## src/ctxpp_pkg.sv

```systemverilog
// Shared types, constants and helpers for the context packet parser.
// No dependencies; imported by every module of the block.
package ctxpp_pkg;

  localparam int FIELD_COUNT = 6;
  localparam logic [2:0] CURSOR_DONE = 3'd6;

  // field order: bandwidth, rf, ref level, gain, sample rate, state/event
  localparam logic [FIELD_COUNT-1:0] TWO_WORD = 6'b010011;

  localparam logic [2:0] FLD_BANDWIDTH = 3'd0;
  localparam logic [2:0] FLD_RF        = 3'd1;
  localparam logic [2:0] FLD_REF_LEVEL = 3'd2;
  localparam logic [2:0] FLD_GAIN      = 3'd3;
  localparam logic [2:0] FLD_SAMPLE    = 3'd4;
  localparam logic [2:0] FLD_STATE     = 3'd5;

  localparam logic [1:0] REG_OUI   = 2'd0;
  localparam logic [1:0] REG_CLASS = 2'd1;
  localparam logic [1:0] REG_TYPE  = 2'd2;

  localparam logic [3:0] TYPE_RESET = 4'd4;

  typedef struct packed {
    logic [23:0] oui;
    logic [15:0] pkt_class;
    logic [3:0]  type_code;
  } cfg_t;

  typedef struct packed {
    logic [3:0]  packet_type;
    logic        class_present;
    logic [23:0] class_oui;
    logic [15:0] class_code;
    logic        word_present;
    logic [31:0] payload_word;
    logic        first_item;
    logic        last_item;
  } in_beat_t;

  typedef struct packed {
    logic        parse_ok;
    logic [5:0]  present_mask;
    logic [63:0] bandwidth_raw;
    logic [63:0] rf_frequency_raw;
    logic [15:0] reference_level_raw;
    logic [15:0] gain_raw;
    logic [63:0] sample_rate_raw;
    logic [31:0] state_event_word;
  } rec_t;

  // CIF0 presence flags in field order
  function automatic logic [FIELD_COUNT-1:0] cif_flags(input logic [31:0] bm);
    cif_flags = {bm[19], bm[21], bm[23], bm[24], bm[27], bm[29]};
  endfunction

  // first flagged field at or after start, CURSOR_DONE if none
  function automatic logic [2:0] first_present(input logic [FIELD_COUNT-1:0] flags,
                                               input logic [2:0] start);
    logic [2:0] res;
    logic       found;
    res   = CURSOR_DONE;
    found = 1'b0;
    for (int i = 0; i < FIELD_COUNT; i++) begin
      if (!found && flags[i] && (3'(i) >= start)) begin
        res   = 3'(i);
        found = 1'b1;
      end
    end
    first_present = res;
  endfunction

endpackage

```

## src/ctxpp_cfg.sv

```systemverilog
// Configuration register file of the context packet parser.
// Depends on ctxpp_pkg (cfg_t, register index codes).
module ctxpp_cfg import ctxpp_pkg::*; (
  input  logic        clk,
  input  logic        rst_n,
  input  logic        wr_en,
  input  logic [1:0]  wr_index,
  input  logic [23:0] wr_data,
  output cfg_t        cfg
);

  cfg_t cfg_r;

  always_ff @(posedge clk) begin
    if (!rst_n) begin
      cfg_r.oui       <= '0;
      cfg_r.pkt_class <= '0;
      cfg_r.type_code <= TYPE_RESET;
    end else if (wr_en) begin
      case (wr_index)
        REG_OUI:   cfg_r.oui       <= wr_data;
        REG_CLASS: cfg_r.pkt_class <= wr_data[15:0];
        REG_TYPE:  cfg_r.type_code <= wr_data[3:0];
        default:   ;
      endcase
    end
  end

  assign cfg = cfg_r;

endmodule

```

## src/ctxpp_core.sv

```systemverilog
// Parser datapath: input beat register, per-packet state, result register.
// Depends on ctxpp_pkg (beat and record types, field decode helpers).
module ctxpp_core import ctxpp_pkg::*; (
  input  logic     clk,
  input  logic     rst_n,
  input  cfg_t     cfg,
  input  logic     in_valid,
  output logic     in_ready,
  input  in_beat_t in_beat,
  output logic     out_valid,
  input  logic     out_ready,
  output rec_t     out_rec
);

  logic     s1_valid_r;
  in_beat_t s1_r;
  logic     advance;

  logic              hdr_r, hdr_nxt;
  logic              seen_r, seen_nxt;
  logic [31:0]       bm_r, bm_nxt;
  logic [2:0]        cur_r, cur_nxt;
  logic              uhd_r, uhd_nxt;
  logic [31:0]       uh_r, uh_nxt;
  logic [5:0]        fm_r, fm_nxt;
  logic [63:0]       bw_r, bw_nxt;
  logic [63:0]       rf_r, rf_nxt;
  logic [15:0]       rl_r, rl_nxt;
  logic [15:0]       gn_r, gn_nxt;
  logic [63:0]       sr_r, sr_nxt;
  logic [31:0]       se_r, se_nxt;

  logic              out_valid_r;
  rec_t              rec_r, rec_nxt;
  logic              ok;
  logic [5:0]        flags;
  logic [31:0]       w;

  // a beat without last never needs the result slot
  assign advance  = s1_valid_r && (!s1_r.last_item || !out_valid_r || out_ready);
  assign in_ready = !s1_valid_r || advance;

  always_ff @(posedge clk) begin
    if (!rst_n) begin
      s1_valid_r <= 1'b0;
    end else if (in_valid && in_ready) begin
      s1_valid_r <= 1'b1;
    end else if (advance) begin
      s1_valid_r <= 1'b0;
    end
  end

  always_ff @(posedge clk) begin
    if (in_valid && in_ready) begin
      s1_r <= in_beat;
    end
  end

  always_comb begin
    w        = s1_r.payload_word;
    hdr_nxt  = hdr_r;
    seen_nxt = seen_r;
    bm_nxt   = bm_r;
    cur_nxt  = cur_r;
    uhd_nxt  = uhd_r;
    uh_nxt   = uh_r;
    fm_nxt   = fm_r;
    bw_nxt   = bw_r;
    rf_nxt   = rf_r;
    rl_nxt   = rl_r;
    gn_nxt   = gn_r;
    sr_nxt   = sr_r;
    se_nxt   = se_r;

    if (s1_r.first_item) begin
      hdr_nxt  = (s1_r.packet_type == cfg.type_code) && s1_r.class_present &&
                 (s1_r.class_oui == cfg.oui) && (s1_r.class_code == cfg.pkt_class);
      seen_nxt = 1'b0;
      bm_nxt   = '0;
      cur_nxt  = '0;
      uhd_nxt  = 1'b0;
      uh_nxt   = '0;
      fm_nxt   = '0;
    end

    if (s1_r.word_present) begin
      if (!seen_nxt) begin
        bm_nxt   = w;
        seen_nxt = 1'b1;
        cur_nxt  = first_present(cif_flags(w), 3'd0);
      end else if (cur_nxt < CURSOR_DONE) begin
        if (TWO_WORD[cur_nxt] && !uhd_nxt) begin
          uh_nxt  = w;
          uhd_nxt = 1'b1;
        end else begin
          uhd_nxt = 1'b0;
          case (cur_nxt)
            FLD_BANDWIDTH: bw_nxt = {uh_nxt, w};
            FLD_RF:        rf_nxt = {uh_nxt, w};
            FLD_REF_LEVEL: rl_nxt = w[15:0];
            FLD_GAIN:      gn_nxt = w[15:0];
            FLD_SAMPLE:    sr_nxt = {uh_nxt, w};
            default:       se_nxt = w;
          endcase
          fm_nxt[cur_nxt] = 1'b1;
          cur_nxt = first_present(cif_flags(bm_nxt), cur_nxt + 3'd1);
        end
      end
    end
  end

  assign flags = cif_flags(bm_nxt);
  assign ok    = hdr_nxt && seen_nxt && (cur_nxt == CURSOR_DONE) && (fm_nxt == flags);

  // held values are only meaningful where the filled bit is set
  always_comb begin
    rec_nxt                     = '0;
    if (ok) begin
      rec_nxt.parse_ok            = 1'b1;
      rec_nxt.present_mask        = fm_nxt;
      rec_nxt.bandwidth_raw       = fm_nxt[FLD_BANDWIDTH] ? bw_nxt : '0;
      rec_nxt.rf_frequency_raw    = fm_nxt[FLD_RF]        ? rf_nxt : '0;
      rec_nxt.reference_level_raw = fm_nxt[FLD_REF_LEVEL] ? rl_nxt : '0;
      rec_nxt.gain_raw            = fm_nxt[FLD_GAIN]      ? gn_nxt : '0;
      rec_nxt.sample_rate_raw     = fm_nxt[FLD_SAMPLE]    ? sr_nxt : '0;
      rec_nxt.state_event_word    = fm_nxt[FLD_STATE]     ? se_nxt : '0;
    end
  end

  always_ff @(posedge clk) begin
    if (!rst_n) begin
      hdr_r  <= 1'b0;
      seen_r <= 1'b0;
      bm_r   <= '0;
      cur_r  <= '0;
      uhd_r  <= 1'b0;
      fm_r   <= '0;
    end else if (advance) begin
      hdr_r  <= hdr_nxt;
      seen_r <= seen_nxt;
      bm_r   <= bm_nxt;
      cur_r  <= cur_nxt;
      uhd_r  <= uhd_nxt;
      fm_r   <= fm_nxt;
    end
  end

  always_ff @(posedge clk) begin
    if (advance) begin
      uh_r <= uh_nxt;
      bw_r <= bw_nxt;
      rf_r <= rf_nxt;
      rl_r <= rl_nxt;
      gn_r <= gn_nxt;
      sr_r <= sr_nxt;
      se_r <= se_nxt;
    end
  end

  always_ff @(posedge clk) begin
    if (!rst_n) begin
      out_valid_r <= 1'b0;
    end else if (advance && s1_r.last_item) begin
      out_valid_r <= 1'b1;
    end else if (out_ready) begin
      out_valid_r <= 1'b0;
    end
  end

  always_ff @(posedge clk) begin
    if (advance && s1_r.last_item) begin
      rec_r <= rec_nxt;
    end
  end

  assign out_valid = out_valid_r;
  assign out_rec   = rec_r;

endmodule

```

## src/context_packet_parser_top.sv

```systemverilog
// Top level of the context packet parser: stream ports, packing, config port.
// Depends on ctxpp_pkg, ctxpp_cfg and ctxpp_core.
//
// Parses the payload words of a header-split VITA-49 IF context packet: the
// first word is the CIF0 bitmap, the flagged bandwidth, RF frequency,
// reference level, gain, sample rate and state/event fields follow in bit
// order. One record leaves per beat with tlast set. Throughput is one beat
// per clock while no record is held up; a last beat passes the input register
// and then the record register before its record is presented. A beat with
// tlast waits in the input register, and holds off the next beat, while the
// previous record is still waiting for out_tready. The config port is always
// ready. Write it only while the parser is idle; the block does not enforce it.
module context_packet_parser_top import ctxpp_pkg::*; (
  input  logic         clk,
  input  logic         rst_n,
  input  logic         in_tvalid,
  output logic         in_tready,
  // packet_type, class_present, class_oui, class_code, payload_word, zero pad
  input  logic [79:0]  in_tdata,
  // word_present, first_item
  input  logic [1:0]   in_tuser,
  input  logic         in_tlast,
  output logic         out_tvalid,
  input  logic         out_tready,
  // parse_ok, present_mask, bandwidth_raw, rf_frequency_raw,
  // reference_level_raw, gain_raw, sample_rate_raw, state_event_word, zero pad
  output logic [263:0] out_tdata,
  input  logic         cfg_valid,
  output logic         cfg_ready,
  input  logic [1:0]   cfg_index,
  input  logic [23:0]  cfg_data
);

  cfg_t     cfg;
  in_beat_t beat;
  rec_t     rec;

  assign cfg_ready = 1'b1;

  ctxpp_cfg u_cfg (
    .clk      (clk),
    .rst_n    (rst_n),
    .wr_en    (cfg_valid && cfg_ready),
    .wr_index (cfg_index),
    .wr_data  (cfg_data),
    .cfg      (cfg)
  );

  assign beat.packet_type   = in_tdata[3:0];
  assign beat.class_present = in_tdata[4];
  assign beat.class_oui     = in_tdata[28:5];
  assign beat.class_code    = in_tdata[44:29];
  assign beat.payload_word  = in_tdata[76:45];
  assign beat.word_present  = in_tuser[0];
  assign beat.first_item    = in_tuser[1];
  assign beat.last_item     = in_tlast;

  ctxpp_core u_core (
    .clk       (clk),
    .rst_n     (rst_n),
    .cfg       (cfg),
    .in_valid  (in_tvalid),
    .in_ready  (in_tready),
    .in_beat   (beat),
    .out_valid (out_tvalid),
    .out_ready (out_tready),
    .out_rec   (rec)
  );

  assign out_tdata = {1'b0,
                      rec.state_event_word,
                      rec.sample_rate_raw,
                      rec.gain_raw,
                      rec.reference_level_raw,
                      rec.rf_frequency_raw,
                      rec.bandwidth_raw,
                      rec.present_mask,
                      rec.parse_ok};

endmodule
```

## config.mk

```make
export PLATFORM = sky130hd
export DESIGN_NAME = context_packet_parser_top
export DESIGN_NICKNAME = d
export VERILOG_FILES = /design/src/ctxpp_pkg.sv /design/src/ctxpp_cfg.sv /design/src/ctxpp_core.sv /design/src/context_packet_parser_top.sv
export SDC_FILE = /design/constraint.sdc
export NUM_CORES = 1
export LEC_CHECK = 0
export ABC_AREA = 1
export BUFFER_PORTS_ARGS = -buffer_cell sky130_fd_sc_hd__buf_2
export CORE_MARGIN = 1
export CORE_UTILIZATION = 50
export CTS_CLUSTER_DIAMETER = 60
export DETAILED_ROUTE_END_ITERATION = 7
export PLACE_DENSITY = 0.81
export SETUP_SLACK_MARGIN = 0.05
export SLEW_MARGIN = 20
export SYNTH_ARGS = -nofsm -noshare
export SYNTH_HDL_FRONTEND = slang
export SYNTH_SLANG_ARGS = --single-unit
```

## constraint.sdc

```tcl
create_clock -name clk -period 24.1 [get_ports clk]
set_input_delay 1.205 -clock clk [delete_from_list [all_inputs] [get_ports clk]]
set_output_delay 1.205 -clock clk [all_outputs]
set_load 0.01 [all_outputs]
```

Word-level counts from Yosys, hierarchy flattened
Memories as Yosys holds them, arrays and structs flattened.
Cells that the tools add are included.
{ "op_classes": {"n_addsub": 1, "order_cmp": 9, "bitwise_logic": 1, "n_mux": 122, "eq_ne": 11, "reduce_logical": 58} }
{ "op_table": {"columns": ["cell", "n"], "rows": [
  ["$mux W64", 18],
  ["$mux W32", 14],
  ["$mux W263", 1],
  ["$mux W16", 12],
  ["$mux W1", 54],
  ["$mux W3", 17],
  ["$mux W6", 5],
  ["$logic_and A1 B1 Y1", 27],
  ["$eq A24 B24 Y1", 1],
  ["$reduce_and A2 Y1", 9],
  ["$eq A16 B16 Y1", 1],
  ["$logic_not A1 Y1", 14],
  ["$eq A3 B2 Y1 const B", 2],
  ["$eq A3 B3 Y1 const B", 2],
  ["$eq A6 B6 Y1", 1],
  ["$ge A1 B3 Y1 const A", 2],
  ["$ge A2 B3 Y1 const A", 2],
  ["$ge A3 B3 Y1 const A", 2],
  ["$or A6 B6 Y6", 1],
  ["$reduce_or A5 Y1", 1],
  ["$eq A4 B4 Y1", 1],
  ["$lt A3 B4 Y1 const B", 1],
  ["$reduce_bool A2 Y1", 2],
  ["$add A3 B1 Y3 const B", 1],
  ["9 further kinds", 11]
]} }
{ "totals": {"reg_bits": 721, "memories": 1, "output_inout_bits": 267, "rom_bits": 8} }
{ "memory_table": {"columns": ["name", "depth", "word_bits", "rd", "rd_clocked_by_memory_dff", "wr", "line_no", "rtl"], "rows": [
  ["(name not given)", 8, 1, 1, 0, 0, "ctxpp_core.sv:92", "if (TWO_WORD[cur_nxt] && !uhd_nxt) begin"]
]} }

Longest topological paths before layout
{ "logic_depth": {"ltp_word": 53, "mapped_depth": 18, "mapped_depth_nobuf": 16} }

By module
From an unflattened synthesis, not the netlist that was laid out.
{ "hier_totals": {"cells_unflattened": 2743, "area_unflattened_um2": 29285.6} }
{ "modules_own_cells": {"columns": ["module", "area_each_um2", "cells_each", "n_inst", "seq_area_each_um2"], "rows": [
  ["ctxpp_core", 27298.7, 2453, 1, 19348.6],
  ["ctxpp_cfg", 1964.4, 286, 1, 880.8],
  ["context_packet_parser_top", 22.5, 4, 1, 0.0]
]} }

Least setup slack after synthesis
No wires, ideal clock.
{ "synth_path": {"path_type": "input to register", "from": "input port out_tready", "to": "register u_core.cur_r[0]", "cell_stages": 6, "t_arrival_ps": 10339, "required_ps": 23924, "setup_time_ps": 176, "setup_slack_ps": 13585, "path_cell_list": "inv_1 -> a31oi_1 -> clkbuf_1 -> clkbuf_1 -> o21ai_0 -> a21oi_1"} }
{ "synth_between": {"elab_chain_len": 2} }
{ "synth_lines": {"columns": ["element", "line_no", "rtl"], "rows": [
  ["from (decl)", "context_packet_parser_top.sv:24", "input logic out_tready,"],
  ["$logic_or A1 B1 Y1", "ctxpp_core.sv:40", "assign advance = s1_valid_r && (!s1_r.last_item || !out_valid_r || out_ready);"],
  ["$logic_and A1 B1 Y1", "ctxpp_core.sv:40", null],
  ["named net u_core.advance", "ctxpp_core.sv:17", "logic advance;"],
  ["to (signal assigned)", "ctxpp_core.sv:142", "cur_r <= cur_nxt;"],
  ["to (decl)", "ctxpp_core.sv:22", "logic [2:0] cur_r, cur_nxt;"]
]} }
The timed path passes the listed nets, and every way through them passes these cells.
A chain may end at the register's enable or synchronous reset.

Worst setup path in the final report
{ "layout_path": {"from": "register u_core.s1_r[1] (netlist bit)", "to": "register u_core.rec_r, in the netlist u_core.out_rec[193] (data pin)"} }
{ "layout_between": {"elab_chain_len": 53, "elab_cells_between_ends": 94, "classes_between": "1 x add/sub; 9 x order compare; 2 x eq/ne; 56 x mux; 1 x bitwise; 24 x reduce/logical; 1 x memory"} }
{ "layout_lines": {"columns": ["element", "line_no", "rtl"], "rows": [
  ["from (decl)", "ctxpp_core.sv:16", "in_beat_t s1_r;"],
  ["from (signal assigned)", "ctxpp_core.sv:55", "s1_r <= in_beat;"],
  ["$mux W3", "ctxpp_core.sv:75", "if (s1_r.first_item) begin"],
  ["$add A3 B1 Y3", "ctxpp_core.sv:106", "cur_nxt = first_present(cif_flags(bm_nxt), cur_nxt + 3'd1);"],
  ["$ge A1 B3 Y1", "ctxpp_pkg.sv:65", "if (!found && flags[i] && (3'(i) >= start)) begin"],
  ["$logic_and A1 B1 Y1", "ctxpp_pkg.sv:65", null],
  ["$mux W1", "ctxpp_pkg.sv:65", null],
  ["$mux W1", "ctxpp_core.sv:92", null],
  ["$mux W1", "ctxpp_core.sv:91", "end else if (cur_nxt < CURSOR_DONE) begin"],
  ["$mux W1", "ctxpp_core.sv:87", "if (!seen_nxt) begin"],
  ["[36 not listed]", null, null],
  ["$mux W3", "ctxpp_pkg.sv:65", null],
  ["$mux W3", "ctxpp_core.sv:92", null],
  ["$mux W3", "ctxpp_core.sv:91", null],
  ["$mux W3", "ctxpp_core.sv:87", null],
  ["$mux W3", "ctxpp_core.sv:86", "if (s1_r.word_present) begin"],
  ["$eq A3 B3 Y1", "ctxpp_core.sv:113", "assign ok = hdr_nxt && seen_nxt && (cur_nxt == CURSOR_DONE) && (fm_nxt == flags);"],
  ["$logic_and A1 B1 Y1 (2 in a row)", "ctxpp_core.sv:113", null],
  ["$reduce_and A2 Y1 (no source line)", null, null],
  ["to (signal assigned)", "ctxpp_core.sv:172", "rec_r <= rec_nxt;"],
  ["to (decl)", "ctxpp_core.sv:34", "rec_t rec_r, rec_nxt;"]
]} }
Parallel ways exist; a longest one is shown, timed or not. The select of a mux whose other input is x is not followed.

==> impl_metrics.csv <==
group,metric,value,unit
placement,hpwl,41100,um
die,start_util,50.5,%
die,dieArea,57900,sq um
timing,slew_viol_final,0,
timing,setup_viol_count_final,0,
worst_setup_path,path_class,"flip-flop to flip-flop",
worst_setup_path,critical_path.most_common_cell,"nand2_1",
power,peakVddDrop,66.3,uV
worst_setup_path,r2r-start,"u_core.s1_r[1]$_DFFE_PP_",
clock_network,postCtsSetupBuffers,0,
die,io_pins,381,
die,core,56400,sq um
synthesis,syn_avg_cell_area,11.0,sq um
clock_network,cts.clk_slew.worst_paths,70,ps
synthesis,synth_fp_nets,2708,
worst_setup_path,reg2reg_depth,15,
synthesis,ys.flop_type,"edfxtp_1",
power,total_power,2.56,mW
worst_setup_path,worst-r2r-setup-slack,19510,ps
clock_network,postCtsHoldBufs,0,
grt,first_global_vias,17855,
detailed_routing,vias,19311,
worst_setup_path,worstPathCellList,"buf_4 > inv_2 > nand2_2 > inv_2 > a21oi_1 > nand2_4 > nand2_1 > nand2_1 > nand2_1 > nor2_1 > nand3_1 > nor2_4 > nand4_1 > buf_4 > nor2_1",
grt,antenna_found_initial,2,
synthesis,synth_area_leaders,"edfxtp_1, inv_1, o21ai_0",
layout,seq_area,20200,sq um
die,core.rowCount,87,
grt,grt_max_degree,181,
timing,post-route-period-util,19.1,%
clock_network,h-tree-depth,3,
synthesis,seq_area_frac_synth,71.0,%
worst_setup_path,required,24390,ps
grt,grt.total_usage,23.0,%
clock_network,clock_latency,620,ps
layout,fillCellCount,4485,
timing,hold_ws,471,ps
timing,clock_skew,29.4,ps
job,maxCapViolCount,0,
synthesis,synth_edf_count,631,
worst_setup_path,crit_path_start_kind,"flip-flop",
die,die_w,241,um
worst_setup_path,crit_path_end_kind,"flip-flop",
timing,worst_slew_margin_rel,25.2,%
clock_network,cts_tree,"yes",
worst_setup_path,crit_slowest_cell,"buf_4",
synthesis,ys_seq_elements,695,
worst_setup_path,timing.rr.end,"u_core.out_rec[193]$_SDFFCE_PN0P_",
worst_setup_path,cp_data_arrival_time,4890,ps
timing,fmax,0.218,GHz
detailed_routing,wl,67600,um
timing,hold_viol_final,0,
power,power_leakage,14.9,nW
power,powerDensity,76.9,nW/um^2
synthesis,netlist_instances,2593,
detailed_routing,drt-initial-drc-count,1877,
hold_path,holdPathStages,2,
grt,grt_pass1_wl,100000,um
timing,tightest_slew,1120,ps
timing,min_period,4590,ps
timing,rsz0062_at_grt,"no",
synthesis,ys_warn_count,0,
clock_network,clockBufferDepth,3,
clock_network,cts_sinks,695,
synthesis,ys_top_cells_by_count,"edfxtp_1, inv_1, nor2_1",
layout,drive_above_1_share,21.8,%
synthesis,synth_cell_types,32,
hold_path,holdCritStartpoint,"u_cfg.cfg[27]$_SDFFE_PN0P_",
synthesis,synth.most_common_cell,"edfxtp_1",
hold_path,hp-class,"flip-flop to flip-flop",
run_status,outcome,"finished, final reports clean",
detailed_routing,ant_nets,0,
grt,overflow,0,
layout,syn_to_final_growth,17.1,%
synthesis,netlist.area_leader.share,66.5,%
placement,port_buffers,375,
hold_path,min_to,"u_cfg.cfg[27]$_SDFFE_PN0P_",
detailed_routing,via_per_inst,5.13,
detailed_routing,dr.pass1.iters,5,
die,die_height,241,um
synthesis,synth-async-reset-ratio,0,%
worst_setup_path,crit_fanout,98,
clock_network,clockRootBuffer,"clkbuf_16",
synthesis,synthesis.area,28500,sq um
detailed_routing,wire_per_inst,17.9,um
worst_setup_path,slowest_delay,750,ps
placement,gp_congestion,0.863,
layout,multiInputGateArea,6000,sq um
layout,fin_nets,3068,
clock_network,postCtsResizedCells,0,
timing,tns,0,ps
synthesis,synth_top_cell_by_area,"edfxtp_1",
detailed_routing,drcViolationCount,0,
clock_network,cts_buffers,73,
==> cell type report <==
cell class | count | area share, %
clock buffers | 94 | 5.96
multi-input cells | 1305 | 18.0
diodes | 2 | 0.0150
clock inverters | 37 | 0.844
flip-flops and latches | 695 | 60.7
well taps | 756 | 2.84
repair buffers | 394 | 6.17
inverters | 484 | 5.48
==> power breakdown <==
| group | leakage [nW] | switching [mW] | internal, mW |
|---|---|---|---|
| Clock | 1.11 | 0.460 | 0.608 |
| Sequential | 6.72 | 0.0233 | 1.36 |
| Combinational | 7.09 | 0.0776 | 0.0383 |
==> state kept, by name, summed over array words and instances (netlist names) <==
signal and flops:
u_cfg.cfg 44, u_core.bm_r 6, u_core.bw_r 64, u_core.cur_r 3
u_core.fm_r 6, u_core.gn_r 16, u_core.hdr_r 1, u_core.out_rec 263
u_core.out_valid 1, u_core.rf_r 64, u_core.rl_r 16, u_core.s1_r 48
u_core.s1_valid_r 1, u_core.se_r 32, u_core.seen_r 1, u_core.sr_r 64
u_core.uh_r 32, u_core.uhd_r 1, u_core.w 32
==> worst max-delay path: cells and delay by family, from the launching register on <==
kind            cells  cell delay, ps
buf+inv             4            1700
simple gates       10            1880
compound gates      1             320
flops               1             320
==> logic make-up (layout without fill, tap and decap cells) <==
logic type	Yosys count	in the layout	share of synthesized area [%]
compound gates	411	411	7.33
xor+xnor	13	13	0.400
fa+ha+maj	1	1	0.0439
buf+inv	593	1009	8.04
flops	695	695	71.0
other cells	2	4	0.0264
simple gates	878	878	13.1
==> how the worst max path moves through the flow <==
stage / from / end / slack (ps) / cells after the start
after floorplan: out_tready / u_core.cur_r[0]$_SDFFE_PN0P_ / 13590 / 6
after global placement: u_core.s1_r[1]$_DFFE_PP_ / u_core.out_rec[193]$_SDFFCE_PN0P_ / 19550 / 15
after detailed placement: u_core.s1_r[1]$_DFFE_PP_ / u_core.out_rec[193]$_SDFFCE_PN0P_ / 19540 / 15
after CTS: u_core.s1_r[1]$_DFFE_PP_ / u_core.out_rec[193]$_SDFFCE_PN0P_ / 19530 / 15
after global routing: u_core.s1_r[1]$_DFFE_PP_ / u_core.out_rec[193]$_SDFFCE_PN0P_ / 19210 / 15
final: u_core.s1_r[1]$_DFFE_PP_ / u_core.out_rec[193]$_SDFFCE_PN0P_ / 19510 / 15
==> cells in the final DEF, fill, tap and decap left out, drive strengths merged <==
cell,netlist,routed
a211oi,1,1
a31oi,2,2
or2,140,140
bufinv,0,2
o21a,3,3
dfxtp,64,64
clkbuf,82,94
nand3,21,21
xnor2,10,10
diode,0,2
o31ai,3,3
clkinv,3,33
a21oi,54,54
o221a,1,1
xor2,3,3
clkinvlp,0,1
nor3,5,5
edfxtp,631,631
inv,481,485
ha,1,1
o21ai,347,347
buf,27,394
nor2,354,354
nand2,344,344
conb,2,2
nand3b,2,2
nand4,12,12
==> through the flow <==
step / utilization (%) / cells / setup WS, ps / area (sq um)
2_1_floorplan: - / 2593 / 13590 / 28500
6_report: 59.1 / 3767 / 19510 / 33300
3_3_place_gp: 55.1 / 3634 / 19550 / 31100
5_1_grt: 59.1 / 3765 / 19210 / 33300
3_5_place_dp: 55.1 / 3634 / 19540 / 31100
4_1_cts: 59.1 / 3765 / 19530 / 33300
==> per-layer routing <==
layer  global-route usage, %  share of wire, %  routed length, um
met3                    5.28               9.6               6510
met4                    9.09               3.0               2010
met5                       0             0.027                 18
met2                    35.3                46              30900
met1                    31.9                42              28200
Power figures use the tool's default switching activity.
